## src/rtl/periodic_timer_drift_monitor_defines.svh

```systemverilog
// ----------------------------------------------------------------------------
// periodic timer drift monitor assertion macros
// shared property wrappers, all sampled on the rising clock edge and
// disabled while the synchronous active-low reset is held
// ----------------------------------------------------------------------------
`ifndef PERIODIC_TIMER_DRIFT_MONITOR_DEFINES_SVH
`define PERIODIC_TIMER_DRIFT_MONITOR_DEFINES_SVH

// same-cycle implication
`define PTDM_ASSERT_SAME(label, clk, rst_n, ante, cons) \
    label: assert property (@(posedge clk) disable iff (!rst_n) (ante) |-> (cons)) \
        else $error("ptdm assertion failed");

// next-cycle implication
`define PTDM_ASSERT_NEXT(label, clk, rst_n, ante, cons) \
    label: assert property (@(posedge clk) disable iff (!rst_n) (ante) |=> (cons)) \
        else $error("ptdm assertion failed");

`endif

```

## src/rtl/ptdm_pkg.sv

```systemverilog
// ----------------------------------------------------------------------------
// ptdm_pkg
// widths, constants, controller states and command/status types shared by
// the periodic timer drift monitor
// ----------------------------------------------------------------------------
`timescale 1ns / 1ps
`default_nettype none

package ptdm_pkg;

    localparam int TS_W        = 52;
    localparam int RES_W       = 32;
    localparam int SUM_W       = 64;
    localparam int PERIOD_W    = 16;
    localparam int PERIOD_US_W = 26;
    localparam int DIVISOR_W   = RES_W + 1;
    localparam int DIV_STEPS   = 32;
    localparam int DIV_CNT_W   = 5;
    localparam int IN_TDATA_W  = 160;
    localparam int OUT_TDATA_W = 288;

    localparam logic [PERIOD_W-1:0]    PERIOD_RESET = 16'd1000;
    localparam logic [PERIOD_US_W-1:0] US_PER_MS    = 26'd1000;
    localparam logic [RES_W-1:0]       MIN_START    = 32'd10000;
    localparam logic [RES_W-1:0]       U32_MAX      = 32'hFFFF_FFFF;
    localparam logic [RES_W-1:0]       S32_MAX      = 32'h7FFF_FFFF;
    localparam logic [RES_W-1:0]       S32_MIN      = 32'h8000_0000;
    localparam logic [SUM_W-1:0]       U64_MAX      = 64'hFFFF_FFFF_FFFF_FFFF;

    typedef enum logic [2:0] {
        ST_IDLE,
        ST_DIFF,
        ST_DRIFT,
        ST_ABS,
        ST_UPDATE,
        ST_DIV_GO,
        ST_DIV,
        ST_OUT
    } t_state;

    typedef struct packed {
        logic load_in;
        logic diff;
        logic drift;
        logic absv;
        logic update;
        logic div_start;
        logic load_out;
    } t_dp_cmd;

    typedef struct packed {
        logic div_done;
    } t_dp_status;

endpackage

`default_nettype wire

```

## src/rtl/periodic_timer_drift_monitor.sv

```systemverilog
// ----------------------------------------------------------------------------
// periodic_timer_drift_monitor
// per-firing drift, compensated sleep and running drift/add-time statistics
// ----------------------------------------------------------------------------
// One input beat is one timer firing; one output beat follows for each. An
// accepted firing goes through four arithmetic stages and a divider start,
// then two 32-step restoring dividers running side by side for the two
// averages. The controller then sees the dividers finish and loads the
// output register, waiting while the previous beat is still held there and
// not taken. The input is ready again once the result has been loaded, so
// the block takes no new firing before it is through with the last one.
// The next firing is taken as soon as its
// predecessor's result sits in the output register, even if that beat has
// not yet been taken downstream. The period register can be written at any
// time on the config channel (ready is always high) and is sampled when a
// firing is accepted.
`timescale 1ns / 1ps
`default_nettype none

module periodic_timer_drift_monitor
    import ptdm_pkg::*;
(
    input  wire logic                   i_clk,
    input  wire logic                   i_rst_n,
    // config channel: period_ms
    input  wire logic                   i_cfg_valid,
    output logic                        o_cfg_ready,
    input  wire logic [PERIOD_W-1:0]    i_cfg_data,
    // input stream
    input  wire logic                   i_s_axis_tvalid,
    output logic                        o_s_axis_tready,
    // add_start_us[51:0], enqueue_us[103:52], add_end_us[155:104], zero pad
    input  wire logic [IN_TDATA_W-1:0]  i_s_axis_tdata,
    // output stream
    output logic                        o_m_axis_tvalid,
    input  wire logic                   i_m_axis_tready,
    // drift_us, next_sleep_us, avg_drift_us, max_drift_us, min_drift_us,
    // add_time_us, avg_add_time_us, max_add_time_us, min_add_time_us (32 each)
    output logic [OUT_TDATA_W-1:0]      o_m_axis_tdata,
    // stats_valid
    output logic                        o_m_axis_tuser
);

    t_dp_cmd    w_cmd;
    t_dp_status w_status;

    assign o_cfg_ready = 1'b1;

    ptdm_ctrl u_ctrl (
        .i_clk       (i_clk),
        .i_rst_n     (i_rst_n),
        .i_in_valid  (i_s_axis_tvalid),
        .o_in_ready  (o_s_axis_tready),
        .o_out_valid (o_m_axis_tvalid),
        .i_out_ready (i_m_axis_tready),
        .o_cmd       (w_cmd),
        .i_status    (w_status)
    );

    ptdm_dp u_dp (
        .i_clk       (i_clk),
        .i_rst_n     (i_rst_n),
        .i_cfg_valid (i_cfg_valid),
        .i_cfg_data  (i_cfg_data),
        .i_cmd       (w_cmd),
        .o_status    (w_status),
        .i_tdata     (i_s_axis_tdata),
        .o_tdata     (o_m_axis_tdata),
        .o_tuser     (o_m_axis_tuser)
    );

endmodule

`default_nettype wire

```

## src/rtl/ptdm_div.sv

```systemverilog
// ----------------------------------------------------------------------------
// ptdm_div
// restoring divider, one quotient bit per cycle, quotient saturated to
// 32 bits (saturation is detected up front from the upper dividend half)
// ----------------------------------------------------------------------------
`timescale 1ns / 1ps
`default_nettype none

module ptdm_div
    import ptdm_pkg::*;
(
    input  wire logic                 i_clk,
    input  wire logic                 i_rst_n,
    input  wire logic                 i_start,
    input  wire logic [SUM_W-1:0]     i_dividend,
    input  wire logic [DIVISOR_W-1:0] i_divisor,
    output logic                      o_done,
    output logic [RES_W-1:0]          o_quot
);

    logic                 r_busy;
    logic                 r_done;
    logic [DIV_CNT_W-1:0] r_cnt;
    logic                 r_sat;
    logic [DIVISOR_W-1:0] r_rem;
    logic [RES_W-1:0]     r_low;
    logic [DIVISOR_W-1:0] r_divisor;

    logic [DIVISOR_W:0]   w_trial;
    logic                 w_fit;
    logic [DIVISOR_W:0]   w_diff;

    assign w_trial = {r_rem, r_low[RES_W-1]};
    assign w_fit   = (w_trial >= {1'b0, r_divisor});
    assign w_diff  = w_trial - {1'b0, r_divisor};

    always_ff @(posedge i_clk) begin
        if (!i_rst_n) begin
            r_busy <= 1'b0;
            r_done <= 1'b0;
            r_cnt  <= '0;
        end else begin
            r_done <= 1'b0;
            if (i_start) begin
                r_busy <= 1'b1;
                r_cnt  <= DIV_CNT_W'(DIV_STEPS - 1);
            end else if (r_busy) begin
                r_cnt <= r_cnt - 1'b1;
                if (r_cnt == '0) begin
                    r_busy <= 1'b0;
                    r_done <= 1'b1;
                end
            end
        end
    end

    always_ff @(posedge i_clk) begin
        if (i_start) begin
            // quotient needs more than 32 bits when the upper half already fits
            r_sat     <= ({1'b0, i_dividend[SUM_W-1:RES_W]} >= i_divisor);
            r_rem     <= {1'b0, i_dividend[SUM_W-1:RES_W]};
            r_low     <= i_dividend[RES_W-1:0];
            r_divisor <= i_divisor;
        end else if (r_busy) begin
            r_rem <= w_fit ? w_diff[DIVISOR_W-1:0] : w_trial[DIVISOR_W-1:0];
            r_low <= {r_low[RES_W-2:0], w_fit};
        end
    end

    assign o_done = r_done;
    assign o_quot = r_sat ? U32_MAX : r_low;

endmodule

`default_nettype wire

```

## src/rtl/ptdm_dp.sv

```systemverilog
// ----------------------------------------------------------------------------
// ptdm_dp
// datapath: period register, timestamp arithmetic, running statistics,
// two dividers for the averages and the result register
// ----------------------------------------------------------------------------
`timescale 1ns / 1ps
`default_nettype none

module ptdm_dp
    import ptdm_pkg::*;
(
    input  wire logic                   i_clk,
    input  wire logic                   i_rst_n,
    input  wire logic                   i_cfg_valid,
    input  wire logic [PERIOD_W-1:0]    i_cfg_data,
    input  wire t_dp_cmd                i_cmd,
    output t_dp_status                  o_status,
    input  wire logic [IN_TDATA_W-1:0]  i_tdata,
    output logic [OUT_TDATA_W-1:0]      o_tdata,
    output logic                        o_tuser
);

    // configuration and persistent state
    logic [PERIOD_W-1:0]    r_period_ms;
    logic [RES_W-1:0]       r_count;
    logic [TS_W-1:0]        r_prev_enq;
    logic [RES_W-1:0]       r_sleep;
    logic [SUM_W-1:0]       r_drift_sum;
    logic [SUM_W-1:0]       r_add_sum;
    logic [RES_W-1:0]       r_drift_max;
    logic [RES_W-1:0]       r_drift_min;
    logic [RES_W-1:0]       r_add_max;
    logic [RES_W-1:0]       r_add_min;

    // per-item working registers
    logic [TS_W-1:0]        r_start;
    logic [TS_W-1:0]        r_enq;
    logic [TS_W-1:0]        r_end;
    logic [PERIOD_US_W-1:0] r_period_us;
    logic                   r_first;
    logic [RES_W-1:0]       r_add_time;
    logic [TS_W:0]          r_elapsed;
    logic [TS_W+1:0]        r_drift;
    logic [RES_W-1:0]       r_abs32;
    logic [RES_W-1:0]       r_drift_out;
    logic [RES_W-1:0]       r_ns32;
    logic [DIVISOR_W-1:0]   r_div_intervals;
    logic [DIVISOR_W-1:0]   r_div_firings;

    // result register
    logic [OUT_TDATA_W-1:0] r_out_data;
    logic                   r_out_user;

    logic [TS_W:0]          w_add_diff;
    logic [TS_W+1:0]        w_mag;
    logic [TS_W+3:0]        w_ns;
    logic [SUM_W:0]         w_drift_sum;
    logic [SUM_W:0]         w_add_sum;
    logic                   w_drift_done;
    logic                   w_add_done;
    logic [RES_W-1:0]       w_q_drift;
    logic [RES_W-1:0]       w_q_add;

    assign w_add_diff  = {1'b0, r_end} - {1'b0, r_start};
    assign w_mag       = r_drift[TS_W+1] ? (~r_drift + 1'b1) : r_drift;
    assign w_ns        = {24'd0, r_sleep} - {{2{r_drift[TS_W+1]}}, r_drift};
    assign w_drift_sum = {1'b0, r_drift_sum} + {33'd0, r_abs32};
    assign w_add_sum   = {1'b0, r_add_sum} + {33'd0, r_add_time};

    always_ff @(posedge i_clk) begin
        if (!i_rst_n) begin
            r_period_ms <= PERIOD_RESET;
            r_count     <= '0;
            r_prev_enq  <= '0;
            r_sleep     <= '0;
            r_drift_sum <= '0;
            r_add_sum   <= '0;
            r_drift_max <= '0;
            r_drift_min <= MIN_START;
            r_add_max   <= '0;
            r_add_min   <= MIN_START;
        end else begin
            if (i_cfg_valid) begin
                r_period_ms <= i_cfg_data;
            end
            if (i_cmd.update) begin
                r_add_sum  <= w_add_sum[SUM_W] ? U64_MAX : w_add_sum[SUM_W-1:0];
                r_prev_enq <= r_enq;
                if (r_count != U32_MAX) begin
                    r_count <= r_count + 1'b1;
                end
                if (r_first) begin
                    r_sleep <= RES_W'(r_period_us);
                end else begin
                    r_sleep     <= r_ns32;
                    r_drift_sum <= w_drift_sum[SUM_W] ? U64_MAX : w_drift_sum[SUM_W-1:0];
                    if (r_abs32 > r_drift_max) begin
                        r_drift_max <= r_abs32;
                    end
                    if (r_abs32 < r_drift_min) begin
                        r_drift_min <= r_abs32;
                    end
                    if (r_add_time > r_add_max) begin
                        r_add_max <= r_add_time;
                    end
                    if (r_add_time < r_add_min) begin
                        r_add_min <= r_add_time;
                    end
                end
            end
        end
    end

    always_ff @(posedge i_clk) begin
        if (i_cmd.load_in) begin
            r_start     <= i_tdata[TS_W-1:0];
            r_enq       <= i_tdata[2*TS_W-1:TS_W];
            r_end       <= i_tdata[3*TS_W-1:2*TS_W];
            r_period_us <= PERIOD_US_W'(r_period_ms) * US_PER_MS;
        end
        if (i_cmd.diff) begin
            r_first   <= (r_count == '0);
            r_elapsed <= {1'b0, r_enq} - {1'b0, r_prev_enq};
            if (w_add_diff[TS_W]) begin
                r_add_time <= '0;
            end else if (|w_add_diff[TS_W-1:RES_W]) begin
                r_add_time <= U32_MAX;
            end else begin
                r_add_time <= w_add_diff[RES_W-1:0];
            end
        end
        if (i_cmd.drift) begin
            r_drift <= {r_elapsed[TS_W], r_elapsed} - {28'd0, r_period_us};
        end
        if (i_cmd.absv) begin
            r_abs32 <= (|w_mag[TS_W+1:RES_W]) ? U32_MAX : w_mag[RES_W-1:0];
            // signed saturation to 32 bits
            if (!r_drift[TS_W+1] && (|r_drift[TS_W:RES_W-1])) begin
                r_drift_out <= S32_MAX;
            end else if (r_drift[TS_W+1] && !(&r_drift[TS_W:RES_W-1])) begin
                r_drift_out <= S32_MIN;
            end else begin
                r_drift_out <= r_drift[RES_W-1:0];
            end
            if (w_ns[TS_W+3]) begin
                r_ns32 <= '0;
            end else if (|w_ns[TS_W+2:RES_W]) begin
                r_ns32 <= U32_MAX;
            end else begin
                r_ns32 <= w_ns[RES_W-1:0];
            end
        end
        if (i_cmd.update) begin
            r_div_intervals <= {1'b0, r_count};
            r_div_firings   <= {1'b0, r_count} + 1'b1;
        end
        if (i_cmd.load_out) begin
            r_out_data <= {r_add_min,
                           r_add_max,
                           w_q_add,
                           r_add_time,
                           r_drift_min,
                           r_drift_max,
                           r_first ? '0 : w_q_drift,
                           r_sleep,
                           r_first ? '0 : r_drift_out};
            r_out_user <= !r_first;
        end
    end

    ptdm_div u_div_drift (
        .i_clk      (i_clk),
        .i_rst_n    (i_rst_n),
        .i_start    (i_cmd.div_start),
        .i_dividend (r_drift_sum),
        .i_divisor  (r_div_intervals),
        .o_done     (w_drift_done),
        .o_quot     (w_q_drift)
    );

    ptdm_div u_div_add (
        .i_clk      (i_clk),
        .i_rst_n    (i_rst_n),
        .i_start    (i_cmd.div_start),
        .i_dividend (r_add_sum),
        .i_divisor  (r_div_firings),
        .o_done     (w_add_done),
        .o_quot     (w_q_add)
    );

    assign o_status.div_done = w_drift_done & w_add_done;
    assign o_tdata           = r_out_data;
    assign o_tuser           = r_out_user;

endmodule

`default_nettype wire

```

## src/rtl/ptdm_ctrl.sv

```systemverilog
// ----------------------------------------------------------------------------
// ptdm_ctrl
// sequencer for one firing: arithmetic stages, divider run and hand-off to
// the result register, which frees the input side while a beat waits
// ----------------------------------------------------------------------------
`timescale 1ns / 1ps
`default_nettype none
`include "periodic_timer_drift_monitor_defines.svh"

module ptdm_ctrl
    import ptdm_pkg::*;
(
    input  wire logic       i_clk,
    input  wire logic       i_rst_n,
    input  wire logic       i_in_valid,
    output logic            o_in_ready,
    output logic            o_out_valid,
    input  wire logic       i_out_ready,
    output t_dp_cmd         o_cmd,
    input  wire t_dp_status i_status
);

    t_state r_state;
    t_state n_state;
    logic   r_out_valid;
    logic   n_out_valid;

    always_ff @(posedge i_clk) begin
        if (!i_rst_n) begin
            r_state     <= ST_IDLE;
            r_out_valid <= 1'b0;
        end else begin
            r_state     <= n_state;
            r_out_valid <= n_out_valid;
        end
    end

    always_comb begin
        n_state     = r_state;
        n_out_valid = r_out_valid;
        o_cmd       = '0;
        o_in_ready  = 1'b0;
        if (r_out_valid && i_out_ready) begin
            n_out_valid = 1'b0;
        end
        case (r_state)
            ST_IDLE: begin
                o_in_ready    = 1'b1;
                o_cmd.load_in = i_in_valid;
                if (i_in_valid) begin
                    n_state = ST_DIFF;
                end
            end
            ST_DIFF: begin
                o_cmd.diff = 1'b1;
                n_state    = ST_DRIFT;
            end
            ST_DRIFT: begin
                o_cmd.drift = 1'b1;
                n_state     = ST_ABS;
            end
            ST_ABS: begin
                o_cmd.absv = 1'b1;
                n_state    = ST_UPDATE;
            end
            ST_UPDATE: begin
                o_cmd.update = 1'b1;
                n_state      = ST_DIV_GO;
            end
            ST_DIV_GO: begin
                o_cmd.div_start = 1'b1;
                n_state         = ST_DIV;
            end
            ST_DIV: begin
                if (i_status.div_done) begin
                    n_state = ST_OUT;
                end
            end
            ST_OUT: begin
                // result register free or emptied this cycle
                if (!r_out_valid || i_out_ready) begin
                    o_cmd.load_out = 1'b1;
                    n_out_valid    = 1'b1;
                    n_state        = ST_IDLE;
                end
            end
            default: begin
                n_state = ST_IDLE;
            end
        endcase
    end

    assign o_out_valid = r_out_valid;

    `PTDM_ASSERT_SAME(a_no_overwrite, i_clk, i_rst_n, o_cmd.load_out, !r_out_valid || i_out_ready)
    `PTDM_ASSERT_NEXT(a_accept_starts, i_clk, i_rst_n, i_in_valid && o_in_ready, r_state == ST_DIFF)
    `PTDM_ASSERT_SAME(a_done_in_wait, i_clk, i_rst_n, i_status.div_done, r_state == ST_DIV)
    `PTDM_ASSERT_NEXT(a_load_shows, i_clk, i_rst_n, o_cmd.load_out, r_out_valid)

endmodule

`default_nettype wire
```

## config.mk

```make
export PLATFORM = sky130hd
export DESIGN_NAME = periodic_timer_drift_monitor
export DESIGN_NICKNAME = d
export VERILOG_FILES = /design/src/rtl/ptdm_pkg.sv /design/src/rtl/periodic_timer_drift_monitor.sv /design/src/rtl/ptdm_div.sv /design/src/rtl/ptdm_dp.sv /design/src/rtl/ptdm_ctrl.sv
export VERILOG_INCLUDE_DIRS = /design/src /design/src/rtl
export SDC_FILE = /design/constraint.sdc
export NUM_CORES = 2
export LEC_CHECK = 0
export ABC_AREA = 1
export BUFFER_PORTS_ARGS = -buffer_cell sky130_fd_sc_hd__buf_2
export CORE_ASPECT_RATIO = 0.8
export CORE_MARGIN = 3
export CORE_UTILIZATION = 56
export DETAILED_ROUTE_END_ITERATION = 7
export PLACE_DENSITY_LB_ADDON = 0.12
export SYNTH_ARGS = -nofsm -noshare
export SYNTH_HDL_FRONTEND = slang
export SYNTH_SLANG_ARGS = --single-unit
export TNS_END_PERCENT = 20
```

## constraint.sdc

```tcl
create_clock -name i_clk -period 14.5 [get_ports i_clk]
set_input_delay 1.45 -clock i_clk [delete_from_list [all_inputs] [get_ports i_clk]]
set_output_delay 1.45 -clock i_clk [all_outputs]
set_load 0.02 [all_outputs]
```

Word-level counts from Yosys, hierarchy flattened
Index checks and enable logic that the tools add are counted.
{"block": "word_totals", "regBits": 1372, "in_bits": 181, "output_inout_bits": 292, "wordCells": 158}
{"block": "op_classes", "add_sub_neg": 13, "mul": 1, "magnitude_cmp": 8, "eq_ne": 11, "muxes": 46, "n_bitwise": 6, "n_reduce_logical": 28}
{"operator": "32-bit 2-to-1 mux", "count": 13}
{"operator": "64-bit by 32-bit adder with 65-bit output", "count": 2}
{"operator": "64-bit 2-to-1 mux", "count": 2}
{"operator": "52-bit by 52-bit subtractor with 53-bit output", "count": 2}
{"operator": "33-bit 2-to-1 mux", "count": 2}
{"operator": "32-bit > comparator", "count": 2}
{"operator": "32-bit < comparator", "count": 2}
{"operator": "33-bit by 54-bit subtractor with 55-bit output", "count": 1}
{"operator": "54-bit by 1-bit adder with 54-bit output, second input constant", "count": 1}
{"operator": "54-bit 2-to-1 mux", "count": 1}
{"operator": "54-bit NOT", "count": 1}
{"operator": "53-bit by 27-bit subtractor with 54-bit output", "count": 1}
{"operator": "22-bit OR reduction", "count": 2}
{"operator": "34-bit by 32-bit greater-or-equal comparator with 1-bit output", "count": 1}
{"operator": "34-bit by 33-bit greater-or-equal comparator with 1-bit output", "count": 1}
{"operator": "32-bit by 1-bit adder with 33-bit output, second input constant", "count": 1}
{"operator": "32-bit by 33-bit greater-or-equal comparator with 1-bit output", "count": 1}
{"operator": "33-bit by 32-bit subtractor with 33-bit output", "count": 1}
{"operator": "33-bit subtractor", "count": 1}
{"operator": "32-bit by 1-bit adder with 32-bit output, second input constant", "count": 1}
{"operator": "32-bit greater-or-equal comparator", "count": 1}
{"operator": "32-bit logical NOT", "count": 1}
{"operator": "32-bit != test, second input constant", "count": 1}
{"operator": "3-bit case mux with 8 select lines", "count": 1}
{"operator": "24 further kinds", "count": 70}

Logic depth before layout (Yosys ltp)
{"block": "logic_depth", "ltp_word": 4, "depth_mapped": 22, "depth_no_buf": 21}

Cells and area by module
From an unflattened synthesis, not the netlist that was laid out.
{"block": "unflattened", "hier_cells": 10461, "hier_area_um2": 83886.7}
{"mod": "ptdm_dp", "instances": 1, "cells_per_inst": 8038, "area_each_um2": 66537.6, "seq_area_each_um2": 30859.6}
{"mod": "ptdm_div", "instances": 2, "cells_per_inst": 1190, "area_each_um2": 8534.4, "seq_area_each_um2": 3103.0}
{"mod": "ptdm_ctrl", "instances": 1, "cells_per_inst": 41, "area_each_um2": 269.0, "seq_area_each_um2": 80.1}
{"mod": "periodic_timer_drift_monitor", "instances": 1, "cells_per_inst": 2, "area_each_um2": 11.3, "seq_area_each_um2": 0.0}

Worst setup path before layout
No wires, ideal clock.
{"block": "synth_timing", "path_type": "input-to-reg", "startpoint": "in i_m_axis_tready", "endpoint": "reg u_dp.r_out_data[0], in the netlist u_dp.o_tdata[0] (enable)", "setup_ns": 0.949, "arrival_time_ns": 13.552, "required_time_ns": 13.551, "slack_ns": -0.001, "stages": 2, "n_path_buf": 0, "cell_sequence": "nor2_1 > nor2_1"}
{"element": "start, declared", "line": "periodic_timer_drift_monitor.sv:36", "source": "input wire logic i_m_axis_tready,"}
{"element": "end signal, assigned", "line": "ptdm_dp.sv:158", "source": "r_out_data <= {r_add_min,"}
{"element": "end, declared", "line": "ptdm_dp.sv:51", "source": "logic [OUT_TDATA_W-1:0] r_out_data;"}

Final worst setup path
{"block": "layout_timing", "startpoint": "reg u_dp.r_period_ms[2]", "endpoint": "reg u_dp.r_period_us[22] (data pin)"}
{"block": "layout_between", "elab_chain_cells": 1}
{"element": "start, declared", "line": "ptdm_dp.sv:24", "source": "logic [PERIOD_W-1:0] r_period_ms;"}
{"element": "start signal, assigned", "line": "ptdm_dp.sv:84", "source": "r_period_ms <= i_cfg_data;"}
{"element": "16-bit by 7-bit multiplier with 23-bit output", "line": "ptdm_dp.sv:119", "source": "r_period_us <= PERIOD_US_W'(r_period_ms) * US_PER_MS;"}
{"element": "end signal, assigned", "line": "ptdm_dp.sv:119"}
{"element": "end, declared", "line": "ptdm_dp.sv:39", "source": "logic [PERIOD_US_W-1:0] r_period_us;"}
No other way between the ends.
A chain may end at the register's enable or synchronous reset.

==> results.json <==
{
  "synth_cells": 9822,
  "grt_pass1_vias": 65730,
  "core_sq_um": 143700,
  "maxCapViolCount": 0,
  "fp-row-count": 124,
  "rsz0062_at_grt": "no",
  "leakagePower_nw": 40.37,
  "crit_family": "adder cells",
  "antenna_found_initial": 14,
  "port_buffers": 467,
  "crit_cells": 15,
  "yosys_most_used_dff": "edfxtp_1",
  "diodes": 0,
  "slew_headroom_pct": 19.22,
  "clock_power_share_pct": 25.9,
  "syn-mean-instance-area_sq_um": 8.293,
  "worstSetupStartpointType": "flop",
  "viasPerCell": 5.646,
  "cts_root_buf": "clkbuf_16",
  "reg2reg_setup_slack_ns": 9.66,
  "cts_hold_buf": 0,
  "grt_pass1_wl_mm": 380.2,
  "setup_viol_count_final": 0,
  "final_cell_mix": "nand2_1 (2,085), inv_1 (1,669), edfxtp_1 (964)",
  "hold_viol": 0,
  "critPathBufInv": 2,
  "grt_usage_pct": 32.71,
  "clk_path_buf_depth": 3,
  "synthesis.nets": 10610,
  "crit_required_ns": 15.05,
  "ys_ff_latch": 1372,
  "slew_violations": 0,
  "fin_crit_sh_pct": 33.38,
  "path_max_fanout": 6,
  "drive_gt1_share_pct": 8.436,
  "num_vias": 69170,
  "p_total_mw": 14.78,
  "synth_edf_count": 964,
  "tns_ns": 0,
  "yosys_warnings": 0,
  "drt_iter0_drc": 6647,
  "internal_power_mw": 8.954,
  "synth.yosys.seq_area_share_pct": 45.56,
  "post_cts.repair.setup_buffers": 0,
  "switching_power_mw": 5.829,
  "cts_buffers": 140,
  "ant_nets": 0,
  "final_common_cell": "nand2_1",
  "worstMarginPinSlew_ns": 1.212,
  "die_h_um": 347.1,
  "fin_skew_ns": 0.06837,
  "start_util_pct": 56.70,
  "rr_startpoint": "u_dp.r_period_ms[2]",
  "period_minus_slack_ns": 4.840,
  "min-delay-start": "u_dp.r_add_max[17]",
  "dp_hpwl_mm": 192.5,
  "num-nets-final": 11030,
  "wl_mm": 250.1,
  "cts_resized": 0,
  "area_growth_syn_to_layout_pct": 11.13,
  "power_density_nw_per_um2": 163.3,
  "pwr-share-comb_pct": 36.8,
  "hold_class": "reg -> reg",
  "end_kind": "flop",
  "wire_per_inst_um": 20.42,
  "ctsHtreeMaxLevel": 4,
  "grt-ovfl-total": 0,
  "peakVddDrop_mv": 0.1493,
  "outcome": "finished, final reports clean",
  "fmax_ghz": 0.2066,
  "globalplace.congestion": 1.008,
  "critPathSlowestCell": "fa_1",
  "cp_slowest_stage_delay_ns": 0.52,
  "crit_chain": "fa_1 > fa_1 > inv_1 > fa_1 > fa_1 > inv_1 > ha_1 > a21oi_1 > nand2_1 > a21o_1 > a21oi_1 > o21ai_0 > a21oi_1 > o21ai_0 > xor2_1",
  "cts_sinks": 1372,
  "ys_types": 67,
  "holdWs_ns": 0.4390,
  "grt_max_degree": 217,
  "reg2regPathDepth": 15,
  "synthArstFlopShare_pct": 0,
  "firstDrtPassIters": 6,
  "switching_share_pct": 39.43,
  "io_pins": 473,
  "cp-startpoint": "u_dp.r_period_ms[2]",
  "cts_tree": "done",
  "die-width_um": 432.4,
  "clk_pin_slew_ns": 0.07,
  "pwr-share-seq_pct": 37.3,
  "critPathCapture": "u_dp.r_period_us[22]",
  "cp.arrival_ns": 5.39,
  "drcViolationCount": 0,
  "path_common_cell": "fa_1",
  "design.die.area_sq_um": 150100,
  "synthesis.area_sq_um": 81460,
  "clock_latency_ns": 0.81,
  "timing.rr.end": "u_dp.r_period_us[22]",
  "crit_type": "reg -> reg"
}
==> metrics by stage <==
stage	setup slack, ns	instance area, sq um	instances	util (%)
after CTS	9.687	90520	12250	63.01
final	9.660	90520	12250	63.01
after floorplan	0.03502	81460	9822	-
after global placement	9.768	85660	11990	59.62
after global routing	9.344	90520	12250	63.01
after detailed placement	9.707	85660	11990	59.62
==> cells in the mapped netlist (all sizes together) (38+ instances only) <==
| cell | number | area [sq um] |
|---|---|---|
| nand4 | 148 | 932.1 |
| xor2 | 236 | 2067 |
| nor2 | 857 | 3425 |
| nor4 | 56 | 356.6 |
| o221ai | 54 | 473.0 |
| nor3 | 127 | 686.9 |
| buf | 78 | 462.9 |
| a21oi | 800 | 4008 |
| o21ai | 483 | 2425 |
| a21o | 41 | 307.8 |
| nand3b | 54 | 405.4 |
| ha | 544 | 6807 |
| nand3 | 573 | 2908 |
| fa | 60 | 1201 |
| clkbuf | 162 | 608.1 |
| inv | 1681 | 6310 |
| a31oi | 59 | 369.1 |
| dfxtp | 408 | 8168 |
| xnor2 | 128 | 1121 |
| o211ai | 46 | 350.3 |
| edfxtp | 964 | 28950 |
| nand2 | 2099 | 7906 |
| o21bai | 38 | 292.8 |
==> power by group through the flow <==
| stage | Sequential (mW) | Clock [mW] | Combinational (mW) |
|---|---|---|---|
| after floorplan | 5.41 | 0 | 3.86 |
| after global placement | 5.58 | 0 | 5.23 |
| after detailed placement | 5.58 | 0 | 5.32 |
| after CTS | 5.50 | 3.89 | 5.37 |
| after global routing | 5.55 | 4.05 | 6.04 |
| final | 5.51 | 3.84 | 5.43 |
==> state kept, by name, indices dropped and copies added, names as in the netlist, 52 cells and up <==
| register | cells |
|---|---|
| u_dp.r_prev_enq | 52 |
| u_dp.r_enq | 52 |
| u_dp.o_tdata | 288 |
| u_dp.r_elapsed | 53 |
| u_dp.r_start | 52 |
| u_dp.r_add_sum | 64 |
| u_dp.r_end | 52 |
| u_dp.r_drift_sum | 64 |
| u_dp.r_drift | 54 |
==> layer usage <==
layer  GRT usage [%]  vias to the layer above  routed length, um
li1                -                    33390                  -
met1           44.53                    32440             106000
met2           51.66                     2743             112500
met3           4.560                      594              18060
met4           15.78                        0              13550
met5               0                        -                  0
==> cell families after synthesis <==
kind of cell	count (synthesis)	synth area share, %
other	1	0.004604
buffers and inverters	1924	9.075
adder cells (fa/ha/maj)	604	9.831
AO/OA/AOI/OAI	1606	10.92
XOR/XNOR	364	3.914
flip-flops	1372	45.56
AND/OR/NAND/NOR	3951	20.69
==> worst min path at each step <==
| stage | to | cells past startpoint |
|---|---|---|
| 6_report | u_dp.o_tdata[241] | 0 |
| 5_1_grt | u_dp.o_tdata[241] | 0 |
| 4_1_cts | u_dp.o_tdata[241] | 0 |
| 3_5_place_dp | u_dp.r_div_intervals[31] | 0 |
| 3_3_place_gp | u_dp.r_div_intervals[31] | 0 |
| 2_1_floorplan | u_dp.r_drift[0] | 0 |
==> layout make-up <==
class / instances / area [sq um]
Sequential cell: 1372 / 37120
Clock inverter: 78 / 1018
Clock buffer: 183 / 3847
Inverter: 1684 / 6334
Timing Repair Buffer: 517 / 2746
Tap cell: 1890 / 2365
Multi-Input combinational cell: 6526 / 37100
Fill cell: 12430 / 53140
Power figures use the tool's default switching activity.
